<file path="config.mk">
export PLATFORM = sky130hd
export DESIGN_NAME = sra_ctrl
export DESIGN_NICKNAME = d
export VERILOG_FILES = /design/src/sv/sra_pkg.sv /design/src/sv/sra_ctrl.sv
export SDC_FILE = /design/constraint.sdc
export NUM_CORES = 1
export LEC_CHECK = 0
export BUFFER_PORTS_ARGS = -buffer_cell sky130_fd_sc_hd__buf_2
export CAP_MARGIN = 20
export CORE_AREA = 2 2 39 41
export CTS_CLUSTER_SIZE = 12
export DETAILED_ROUTE_END_ITERATION = 10
export DIE_AREA = 0 0 41 43
export GPL_ROUTABILITY_DRIVEN = 0
export GPL_TIMING_DRIVEN = 1
export MAX_ROUTING_LAYER = met4
export SYNTH_ARGS = -nofsm -noshare
export SYNTH_HDL_FRONTEND = slang
export SYNTH_SLANG_ARGS = --single-unit
</file>
<file path="constraint.sdc">
create_clock -name clk -period 1.73 [get_ports clk]
set_clock_uncertainty 0.05 [all_clocks]
set_input_delay 0.173 -clock clk [delete_from_list [all_inputs] [get_ports clk]]
set_output_delay 0.173 -clock clk [all_outputs]
set_load 0.01 [all_outputs]
</file>
<file path="src/sv/sra_pkg.sv">
// Package for the sparse row accumulator: widths, payload structs, command
// and status structs, and the saturating accumulate function.
// Depends on nothing; every other file but sra_ram imports it.
`timescale 1ns / 1ps

package sra_pkg;

  // Sizing of the row store and column map.
  localparam int NUM_COLUMNS = 1024;
  localparam int ROW_CAP     = 64;

  // Fixed field widths.
  localparam int COL_W  = 10;
  localparam int FAC_W  = 16;
  localparam int PROD_W = 2 * FAC_W;
  localparam int SUM_W  = 40;
  localparam int CNT_W  = 7;

  // Derived sizes of the stores.
  localparam int SLOT_W    = (ROW_CAP > 1) ? $clog2(ROW_CAP) : 1;
  localparam int MAP_DEPTH = (NUM_COLUMNS < (1 << COL_W)) ? NUM_COLUMNS : (1 << COL_W);
  localparam int MAP_AW    = (MAP_DEPTH > 1) ? $clog2(MAP_DEPTH) : 1;

  // Function codes of an input item.
  localparam logic FUNC_TERM  = 1'b0;
  localparam logic FUNC_CLOSE = 1'b1;

  // Saturation limits of a sum.
  localparam logic signed [SUM_W-1:0] SUM_MAX = {1'b0, {(SUM_W-1){1'b1}}};
  localparam logic signed [SUM_W-1:0] SUM_MIN = {1'b1, {(SUM_W-1){1'b0}}};

  typedef struct packed {
    logic                    func;
    logic [COL_W-1:0]        out_column;
    logic signed [FAC_W-1:0] left_factor;
    logic signed [FAC_W-1:0] right_factor;
  } term_t;

  typedef struct packed {
    logic [COL_W-1:0]        result_column;
    logic signed [SUM_W-1:0] result_value;
    logic                    last_of_row;
    logic                    empty_row;
    logic                    row_overflow;
    logic [CNT_W-1:0]        row_nonzeros;
  } result_t;

  // Commands from the controller to the datapath.
  typedef struct packed {
    logic take;
    logic lookup;
    logic update;
    logic close_rd;
    logic emit;
    logic emit_empty;
    logic clear_row;
  } sra_cmd_t;

  // Status from the datapath to the controller.
  typedef struct packed {
    logic used_zero;
    logic out_free;
    logic last_slot;
  } sra_status_t;

  // Adds a product to a sum and clamps to the signed sum range.
  function automatic logic signed [SUM_W-1:0] sat_add(
    input logic signed [SUM_W-1:0]  sum,
    input logic signed [PROD_W-1:0] prod
  );
    logic signed [SUM_W:0] total;
    total = {sum[SUM_W-1], sum} + {{(SUM_W+1-PROD_W){prod[PROD_W-1]}}, prod};
    if (total[SUM_W] != total[SUM_W-1]) begin
      return total[SUM_W] ? SUM_MIN : SUM_MAX;
    end
    return total[SUM_W-1:0];
  endfunction

endpackage

</file>
<file path="src/sv/sra_ctrl.sv">
// Controller state machine of the sparse row accumulator: sequences term
// lookups and updates, and the walk over the row store at a close.
// Depends on sra_pkg.
`timescale 1ns / 1ps

module sra_ctrl (
  input  logic                clk,
  input  logic                rst,
  input  logic                term_valid,
  input  logic                term_func,
  output logic                term_stall,
  input  sra_pkg::sra_status_t status,
  output sra_pkg::sra_cmd_t   cmd
);

  import sra_pkg::*;

  typedef enum logic [5:0] {
    S_IDLE  = 6'b000001,
    S_LOOK  = 6'b000010,
    S_UPD   = 6'b000100,
    S_CRD   = 6'b001000,
    S_CLD   = 6'b010000,
    S_EMPTY = 6'b100000
  } state_t;

  state_t state, state_next;

  // State register.
  always_ff @(posedge clk) begin
    if (rst) begin
      state <= S_IDLE;
    end else begin
      state <= state_next;
    end
  end

  // An item is taken only when no earlier item is at work.
  assign term_stall = (state != S_IDLE);

  // Next state and commands.
  always_comb begin
    state_next = state;
    cmd        = '0;
    case (state)
      S_IDLE: begin
        if (term_valid) begin
          cmd.take = 1'b1;
          if (term_func == FUNC_CLOSE) begin
            state_next = status.used_zero ? S_EMPTY : S_CRD;
          end else begin
            state_next = S_LOOK;
          end
        end
      end
      S_LOOK: begin
        cmd.lookup = 1'b1;
        state_next = S_UPD;
      end
      S_UPD: begin
        cmd.update = 1'b1;
        state_next = S_IDLE;
      end
      S_CRD: begin
        cmd.close_rd = 1'b1;
        state_next   = S_CLD;
      end
      S_CLD: begin
        if (status.out_free) begin
          cmd.emit = 1'b1;
          if (status.last_slot) begin
            cmd.clear_row = 1'b1;
            state_next    = S_IDLE;
          end else begin
            state_next = S_CRD;
          end
        end
      end
      S_EMPTY: begin
        if (status.out_free) begin
          cmd.emit_empty = 1'b1;
          cmd.clear_row  = 1'b1;
          state_next     = S_IDLE;
        end
      end
      default: begin
        state_next = S_IDLE;
      end
    endcase
  end

endmodule

</file>
==> flow_metrics.py, run 1 <==
metrics = {
    "run_status": {
        "run_status": "finished with violations",
        "violations": "negative setup slack",
    },
    "sta": {
        "finalSetupTns_ns": -0.199,
        "drv_slew": 0,
        "finalSetupViolCount": 4,
        "worst_pin_slew_ns": 0.449,
        "relSlewSlack": 0.693,
        "min_period_ns": 1.79,
        "hold_viol": 0,
        "worst_slack_ns": -0.0634,
        "finalCritPeriodShare": 1.04,
        "rsz0062_at_grt": "true",
        "timing.fmax_mhz": 558,
    },
    "power": {
        "powerDensity_mw_per_mm2": 700,
        "total_power_uw": 408,
        "swShare": 0.303,
        "vdd_drop_max_mv": 0.286,
        "p_sw_uw": 124,
        "intPower_uw": 285,
        "p_comb_frac": 0.292,
        "clkPwrFrac": 0.314,
        "power.share.sequential": 0.394,
        "p_leak_uw": 0.000277,
    },
    "setup_path": {
        "cp.required_ns": 1.51,
        "reg2regPathDepth": 6,
        "worstSetupStartpointType": "flip-flop",
        "cp_num_buf_inv": 1,
        "timing.reg2reg.setup_slack_ns": 0.10,
        "critPathTopFamily": "simple AND/OR/NAND/NOR gates",
        "end_kind": "output pin",
        "crit_path_max_incr_delay_ns": 0.56,
        "cpMaxStageDelayCell": "or4_4",
        "cpMostUsedCell": "nor2_1",
        "arrival_ns": 1.57,
        "crit_path_max_fanout": 3,
        "crit_chain": "or4_4, nor3b_4, nor2_1, nor2_1, buf_2",
        "path_class": "reg -> out",
        "cp.depth": 5,
    },
    "global_route": {
        "first_global_vias": 367,
        "gr-total-overflow": 0,
        "grt_max_degree": 9,
        "grt_pass1_wl_um": 1560,
        "grt_usage": 0.140,
        "grt_antenna_before_repair": 0,
    },
    "synthesis": {
        "synth_cell_type_count": 29,
        "synth_common_cells": "7 x nor2_1, 6 x dfxtp_1, 4 x inv_1",
        "synth_edf_count": 0,
        "yosys_warnings": 0,
        "ys_ff_latch": 6,
        "ys_async_sr_fraction": 0,
        "synth_seq_area_share": 0.290,
        "synthCells": 50,
        "yosys.area.top_type": "dfxtp_1",
        "syn_avg_cell_area_um2": 8.28,
        "ys_top_cells_by_area": "dfxtp_1 29%, nor2_1 6.3%, nor3b_2 6.0%",
        "synth_top_area_frac": 0.290,
        "syn_nets": 57,
        "synth_top_flop_cell": "dfxtp_1",
        "syn_area_um2": 414,
        "yosysMostFrequentCell": "nor2_1",
    },
    "clock_tree": {
        "clock_latency_ns": 0.24,
        "cts_buffer_depth": 2,
        "h-tree-depth": 1,
        "cts_hold_buf": 0,
        "cts_tree": "done",
        "cts_made_buffers": 3,
        "clock-root-buffer": "clkbuf_4",
        "clkTransAtPathRegs_ns": 0.05,
        "cts_sinks": 6,
    },
    "drt": {
        "drt-total-wl_um": 985,
        "vias_per_cell": 5.03,
        "drt_iter0_markers": 12,
        "first_pass_iters": 3,
        "vias": 443,
        "drcViolationCount": 0,
        "ant_nets": 0,
        "wl_per_cell_um": 11.2,
    },
    "job": {
        "max_cap_viol_count": 0,
    },
    "floorplan": {
        "die_w_um": 41,
        "ios": 15,
        "die-area_mm2": 0.00176,
        "start_util": 0.299,
        "die_y_um": 43,
        "row_count": 14,
        "core_area_mm2": 0.00138,
    },
    "finish": {
        "finalInstanceArea_um2": 583,
        "areaGrowthSynthToFinish_pct": 40.8,
        "largest_registers": "state (6)",
        "largest_reg_flops": 6,
        "fillCellCount": 150,
        "top_register": "state",
        "drive_above_1_share": 0.431,
        "finalNetCount": 81,
        "diodes": 0,
    },
    "worst_hold_path": {
        "hold_path_depth": 2,
        "min_path_type": "in -> reg",
    },
    "place": {
        "io_buffers": 14,
        "place_area_um2": 515,
        "dp_hpwl_um": 783,
        "post-place-ws_ns": 0.0955,
    },
}
## cells in the final DEF (no fill, tap or decap), drive strengths merged
cell type / Yosys / routed
a2111oi: 1 / 1
a21oi: 1 / 1
a31oi: 1 / 1
and2: 1 / 1
and3: 1 / 1
and4b: 1 / 1
buf: 1 / 20
clkbuf: 0 / 3
dfxtp: 6 / 6
inv: 4 / 4
nand2: 4 / 4
nand3: 1 / 1
nand3b: 2 / 2
nor2: 7 / 7
nor2b: 1 / 1
nor3: 2 / 2
nor3b: 3 / 3
nor4: 2 / 2
o211ai: 1 / 1
o21ai: 3 / 3
o21ba: 1 / 1
o32a: 1 / 1
or3: 1 / 1
or4: 2 / 2
xor2: 2 / 2
## layout make-up
class | count | area (µm²) | share of cell area
Clock buffer | 3 | 22.5 | 0.0386
Multi-Input combinational cell | 39 | 289 | 0.496
Inverter | 4 | 15.0 | 0.0258
Sequential cell | 6 | 121 | 0.208
Timing Repair Buffer | 20 | 115 | 0.197
Tap cell | 16 | 20.0 | 0.0343
## layer usage
| metal | part of all wire | GRT usage | routed length [µm] |
|---|---|---|---|
| met5 | 0 | - | 0 |
| met4 | 0.027 | 0.120 | 27 |
| met3 | 0.059 | 0.0314 | 58 |
| met2 | 0.44 | 0.175 | 431 |
| met1 | 0.48 | 0.179 | 468 |
## path summary, 6_finish.rpt
check,startpoint,to
setup / recovery,state[4]$_SDFFE_PP0P_,cmd[0]
hold / removal,term_func,state[1]$_SDFFE_PP0P_
setup reg to reg,state[4]$_SDFFE_PP0P_,state[4]$_SDFFE_PP0P_
hold reg to reg,state[1]$_SDFFE_PP0P_,state[2]$_SDFFE_PP0P_
## worst register-to-register path: cells and delay by family (launching register included)
family                 cells  cell delay, ns
AO/OA/AOI/OAI              1            0.13
buffers and inverters      2            0.28
flip-flops                 1            0.30
AND/OR/NAND/NOR            3            0.81
## metrics by stage
step,utilization,hold slack [ns],std cells
final,0.421,0.0621,88
after global routing,0.421,0.0587,88
after CTS,0.411,0.0574,87
after detailed placement,0.373,0.327,82
after global placement,0.373,0.322,82
after floorplan,-,0.192,50
## power by group through the flow
stage / sequential, µW / clock [µW] / combinational [µW]
floorplan: 161 / 0 / 71.8
global placement: 162 / 0 / 105
detailed placement: 162 / 0 / 106
CTS: 161 / 133 / 113
global route: 162 / 145 / 133
finish: 161 / 128 / 119
## what timing repair did
item,in CTS,in global routing
buffers inserted,2,1
cloned,0,0
hold endpoints to repair,0,0
pin swaps,5,1
endpoints found under the setup margin,5,6
gates resized for setup,4,1
## cells by family after synthesis
family	after synthesis	synth area share
and+or+nand+nor	28	0.453
xor gates and xnor gates	2	0.0423
AOI/OAI and AO/OA	9	0.151
DFF	6	0.290
buffers and inverters	5	0.0634
(Power assumes the default switching activity.)
==> run 2, diff against run 1 <==
Settings changed: CORE_AREA 2 2 39 41 to default, CORE_UTILIZATION from default to 25, DIE_AREA 0 0 41 43 to default, PLACE_DENSITY from default to 0.47.
==> run 2 against run 1 <==
Against the previous run:
- the run still ends with negative setup slack left
- final cell count rose by 1.1%
- first-iteration DRC count fell by 42%
- register-to-register slack improved by 0.06 ns
- hold slack improved by 0.016 ns
- sequential share of layout area rose by 0.061 points
- non-clock buffer count rose by 1
- core utilization fell by 2.8 points
- via count rose by 0.90%
- setup slack got worse by 0.028 ns
- critical path depth fell by 1
- sequential cell count did not move
- combinational power barely moved
- largest power group unchanged
- highest routed layer is now met3
==> flow_metrics.py, run 2 (synthesis gave the netlist of run 1 again) <==
metrics = {
    "run_status": {
        "run_status": "finished with violations",
        "violations": "negative setup slack",
    },
    "floorplan": {
        "row_count": 14,
        "start_util": 0.272,
        "die_y_um": 42.7,
        "core_area_mm2": 0.00152,
        "die-area_mm2": 0.00182,
        "die_w_um": 42.7,
        "ios": 15,
    },
    "sta": {
        "worst_pin_slew_ns": 0.342,
        "holdWs_ns": 0.0782,
        "min_period_ns": 1.82,
        "timing.fmax_mhz": 549,
        "finalCritPeriodShare": 1.05,
        "drv_slew": 0,
        "relSlewSlack": 0.771,
        "hold_viol": 0,
        "worst_slack_ns": -0.0918,
        "rsz0062_at_grt": "true",
        "finalSetupViolCount": 3,
    },
    "drt": {
        "vias_per_cell": 5.02,
        "drt_iter0_markers": 7,
        "ant_nets": 0,
        "drcViolationCount": 0,
        "wl_per_cell_um": 11.5,
        "first_pass_iters": 4,
        "vias": 447,
        "drt-total-wl_um": 1020,
    },
    "finish": {
        "largest_reg_flops": 6,
        "top_register": "state",
        "finalNetCount": 82,
        "areaGrowthSynthToFinish_pct": 44.7,
        "mostFrequentLayoutCell": "buf_2",
        "diodes": 0,
        "final_cell_mix": "14 x buf_2, 7 x nor2_1, 6 x buf_4, 4 x inv_1, 4 x dfxtp_2",
        "largest_registers": "state (6)",
        "utilization": 0.393,
        "drive_above_1_share": 0.479,
    },
    "setup_path": {
        "end_kind": "output pin",
        "crit_path_max_fanout": 3,
        "arrival_ns": 1.60,
        "critPathTopFamily": "simple AND/OR/NAND/NOR gates",
        "cp_num_buf_inv": 1,
        "crit_chain": "or4_4, nor3b_4, and2_1, buf_2",
        "cpMaxStageDelayCell": "or4_4",
        "cp.required_ns": 1.51,
        "crit_path_max_incr_delay_ns": 0.55,
        "path_class": "reg -> out",
        "worstSetupStartpointType": "flip-flop",
    },
    "clock_tree": {
        "cts_buffer_depth": 2,
        "cts_hold_buf": 0,
        "clock-root-buffer": "clkbuf_4",
        "cts_tree": "done",
        "cts_sinks": 6,
        "clock_latency_ns": 0.24,
        "clkTransAtPathRegs_ns": 0.05,
        "cts_made_buffers": 3,
        "h-tree-depth": 1,
    },
    "global_route": {
        "gr-total-overflow": 0,
        "grt_pass1_wl_um": 1700,
        "grt_usage": 0.126,
        "first_global_vias": 391,
        "grt_antenna_before_repair": 0,
        "grt_max_degree": 9,
    },
    "place": {
        "dp_hpwl_um": 803,
        "io_buffers": 14,
    },
    "worst_hold_path": {
        "min_path_type": "in -> reg",
    },
    "power": {
        "p_leak_uw": 0.000285,
        "vdd_drop_max_mv": 0.461,
        "powerDensity_mw_per_mm2": 687,
    },
    "job": {
        "max_cap_viol_count": 0,
    },
}
run 2: changes by cell type in the layout (fill, tap and decap cells not counted):
| cell | previous run | this run |
|---|---|---|
| a2111oi_0 | 1 | 0 |
| a2111oi_1 | 0 | 1 |
| buf_6 | 0 | 1 |
| dfxtp_1 | 5 | 2 |
| dfxtp_2 | 1 | 4 |
run 2: area by class of cell:
class                           count  area [µm²]
Multi-Input combinational cell     39         290
Tap cell                           16        20.0
Clock buffer                        3        22.5
Sequential cell                     6         125
Fill cell                         162         925
Timing Repair Buffer               21         126
Inverter                            4        15.0
run 2: what timing repair did:
| item | CTS | global route |
|---|---|---|
| endpoints found under the hold margin | 0 | 0 |
| pin swaps | 5 | 2 |
| setup endpoints to repair | 5 | 7 |
| buffers inserted | 1 | 2 |
| gates resized for setup | 6 | 4 |
run 2: report_power, final:
| part | internal, µW | switching (µW) | leakage, µW |
|---|---|---|---|
| combinational | 60.9 | 60.8 | 0.000220 |
| clock | 78.4 | 48.7 | 0.0000138 |
| sequential | 147 | 15.2 | 0.0000508 |
run 2: final timing paths:
path                              start                    end  cells after the start  slack (ns)
hold / removal                term_func  state[1]$_SDFFE_PP0P_                      2        0.08
setup reg to reg  state[3]$_SDFFE_PP0P_  state[5]$_SDFFE_PP0P_                      6        0.16
hold reg to reg   state[5]$_SDFFE_PP0P_  state[0]$_SDFFE_PP1P_                      2        0.61
setup / recovery  state[3]$_SDFFE_PP0P_                 cmd[1]                      4       -0.09
run 2: metal layers:
layer / track usage / up-vias / share of wire
met3: 0.0383 / 0 / 0.055
met5: - / - / 0
li1: - / 228 / -
met2: 0.179 / 12 / 0.45
met1: 0.186 / 207 / 0.50
met4: 0 / 0 / 0
run 2: per-stage QoR:
step                TNS, ns  cells  power (µW)  instance area, µm²  worst slack [ns]
floorplan                 0     50         233                 414             0.148
global placement          0     83         270                 523             0.134
detailed placement        0     83         270                 523             0.106
CTS                  -0.251     87         408                 577           -0.0856
global route         -0.524     89         440                 599            -0.142
finish               -0.228     89         411                 599           -0.0918
==> run 3, diff against run 2 <==
Settings changed: BUFFER_PORTS_ARGS -buffer_cell sky130_fd_sc_hd__buf_2 to -buffer_cell sky130_fd_sc_hd__buf_4, CAP_MARGIN 20 to 10, CTS_BUF_LIST from default to sky130_fd_sc_hd__clkbuf_8 sky130_fd_sc_hd__clkbuf_16.
==> run 3 against run 2 <==
Against the previous run:
- the flow still finishes with violations (negative setup slack)
- core utilization is 3.3 points higher
- via count decreased by 4.9%
- total power up 21%
- die area stayed put
==> flow_metrics.py, run 3 (synthesis gave the netlist of run 1 again) <==
metrics = {
    "place": {
        "place_area_um2": 558,
        "dp_hpwl_um": 789,
        "io_buffers": 14,
    },
    "setup_path": {
        "cp_num_buf_inv": 1,
        "reg2regPathDepth": 6,
        "crit_path_max_incr_delay_ns": 0.55,
        "worstSetupStartpointType": "flip-flop",
        "cp.required_ns": 1.51,
        "path_class": "reg -> out",
        "cpMaxStageDelayCell": "or4_4",
        "arrival_ns": 1.55,
        "cp.depth": 5,
        "critPathTopFamily": "simple AND/OR/NAND/NOR gates",
        "crit_chain": "or4_4, nor3b_4, nor2_1, nor2_1, buf_4",
        "cpMostUsedCell": "nor2_1",
        "end_kind": "output pin",
        "crit_path_max_fanout": 3,
    },
    "floorplan": {
        "die_w_um": 42.7,
        "row_count": 14,
        "die-area_mm2": 0.00182,
        "die_y_um": 42.7,
        "core_area_mm2": 0.00152,
        "start_util": 0.272,
        "ios": 15,
    },
    "finish": {
        "largest_registers": "state (6)",
        "finalInstanceArea_um2": 649,
        "largest_reg_flops": 6,
        "top_register": "state",
        "mostFrequentLayoutCell": "buf_4",
        "areaGrowthSynthToFinish_pct": 56.8,
        "finalNetCount": 81,
        "utilization": 0.426,
        "final_cell_mix": "18 x buf_4, 6 x nor2_1, 4 x inv_1",
        "diodes": 0,
        "drive_above_1_share": 0.472,
    },
    "run_status": {
        "run_status": "finished with violations",
        "violations": "negative setup slack",
    },
    "global_route": {
        "grt_pass1_wl_um": 1700,
        "gr-total-overflow": 0,
        "grt_antenna_before_repair": 0,
        "grt_max_degree": 9,
        "grt_usage": 0.127,
        "first_global_vias": 398,
    },
    "clock_tree": {
        "cts_made_buffers": 3,
        "cts_buffer_depth": 2,
        "clock-root-buffer": "clkbuf_8",
        "clkTransAtPathRegs_ns": 0.04,
        "cts_tree": "done",
        "clock_latency_ns": 0.22,
        "h-tree-depth": 1,
        "cts_sinks": 6,
    },
    "sta": {
        "drv_slew": 0,
        "finalSetupViolCount": 3,
        "finalCritPeriodShare": 1.03,
        "rsz0062_at_grt": "true",
        "timing.fmax_mhz": 563,
        "hold_viol": 0,
        "worst_pin_slew_ns": 0.428,
        "relSlewSlack": 0.707,
        "worst_slack_ns": -0.0462,
        "min_period_ns": 1.78,
    },
    "drt": {
        "vias": 425,
        "wl_per_cell_um": 11.2,
        "drt_iter0_markers": 9,
        "drcViolationCount": 0,
        "first_pass_iters": 2,
        "drt-total-wl_um": 985,
        "ant_nets": 0,
        "vias_per_cell": 4.83,
    },
    "worst_hold_path": {
        "hold_path_depth": 2,
        "min_path_type": "in -> reg",
    },
    "power": {
        "p_leak_uw": 0.000293,
        "vdd_drop_max_mv": 0.554,
        "powerDensity_mw_per_mm2": 766,
        "total_power_uw": 498,
    },
    "job": {
        "max_cap_viol_count": 0,
    },
}
## run 3: final timing paths
check / slack (ns) / end / startpoint
setup / recovery: -0.05 / cmd[0] / state[3]$_SDFFE_PP0P_
hold / removal: 0.08 / state[1]$_SDFFE_PP0P_ / term_func
hold reg to reg: 0.63 / state[2]$_SDFFE_PP0P_ / state[1]$_SDFFE_PP0P_
setup reg to reg: 0.13 / state[5]$_SDFFE_PP0P_ / state[3]$_SDFFE_PP0P_
## run 3: final cells by class
| type | instances | area, µm² |
|---|---|---|
| Multi-Input combinational cell | 39 | 292 |
| Tap cell | 16 | 20.0 |
| Inverter | 4 | 15.0 |
| Clock buffer | 3 | 41.3 |
| Fill cell | 157 | 875 |
| Timing Repair Buffer | 20 | 158 |
| Sequential cell | 6 | 124 |
## run 3: timing repair
action | CTS | global route
gates cloned | 0 | 0
resized for setup | 7 | 3
pin swaps | 4 | 2
endpoints found under the setup margin | 4 | 6
hold buffers | 0 | 0
setup buffers | 1 | 1
## run 3: where the power goes
group	switching [µW]	internal (µW)	total, µW
logic	62.7	69.2	132
clock network	54.2	149	203
registers	14.9	148	163
total	132	366	498
## run 3: worst reg2reg max path: stages (launching register included)
cell and delay, ns:
dfxtp_2 0.31, buf_4 0.15, nor4_4 0.27, buf_4 0.17
nand2_2 0.08, or3_1 0.36, a21oi_1 0.14
## run 3: through the flow
| step | hold slack [ns] | setup WS (ns) | std cells | TNS (ns) |
|---|---|---|---|---|
| finish | 0.0846 | -0.0462 | 88 | -0.0962 |
| global route | 0.0782 | -0.130 | 88 | -0.419 |
| CTS | 0.0779 | -0.0570 | 87 | -0.133 |
| detailed placement | 0.311 | 0.109 | 83 | 0 |
| global placement | 0.316 | 0.129 | 83 | 0 |
| floorplan | 0.192 | 0.148 | 50 | 0 |
## run 3: routing by layer
metal  GRT usage  share of wire
met1       0.176           0.51
met2       0.185           0.43
met3      0.0383          0.058
met4      0.0188              0
met5           -              0
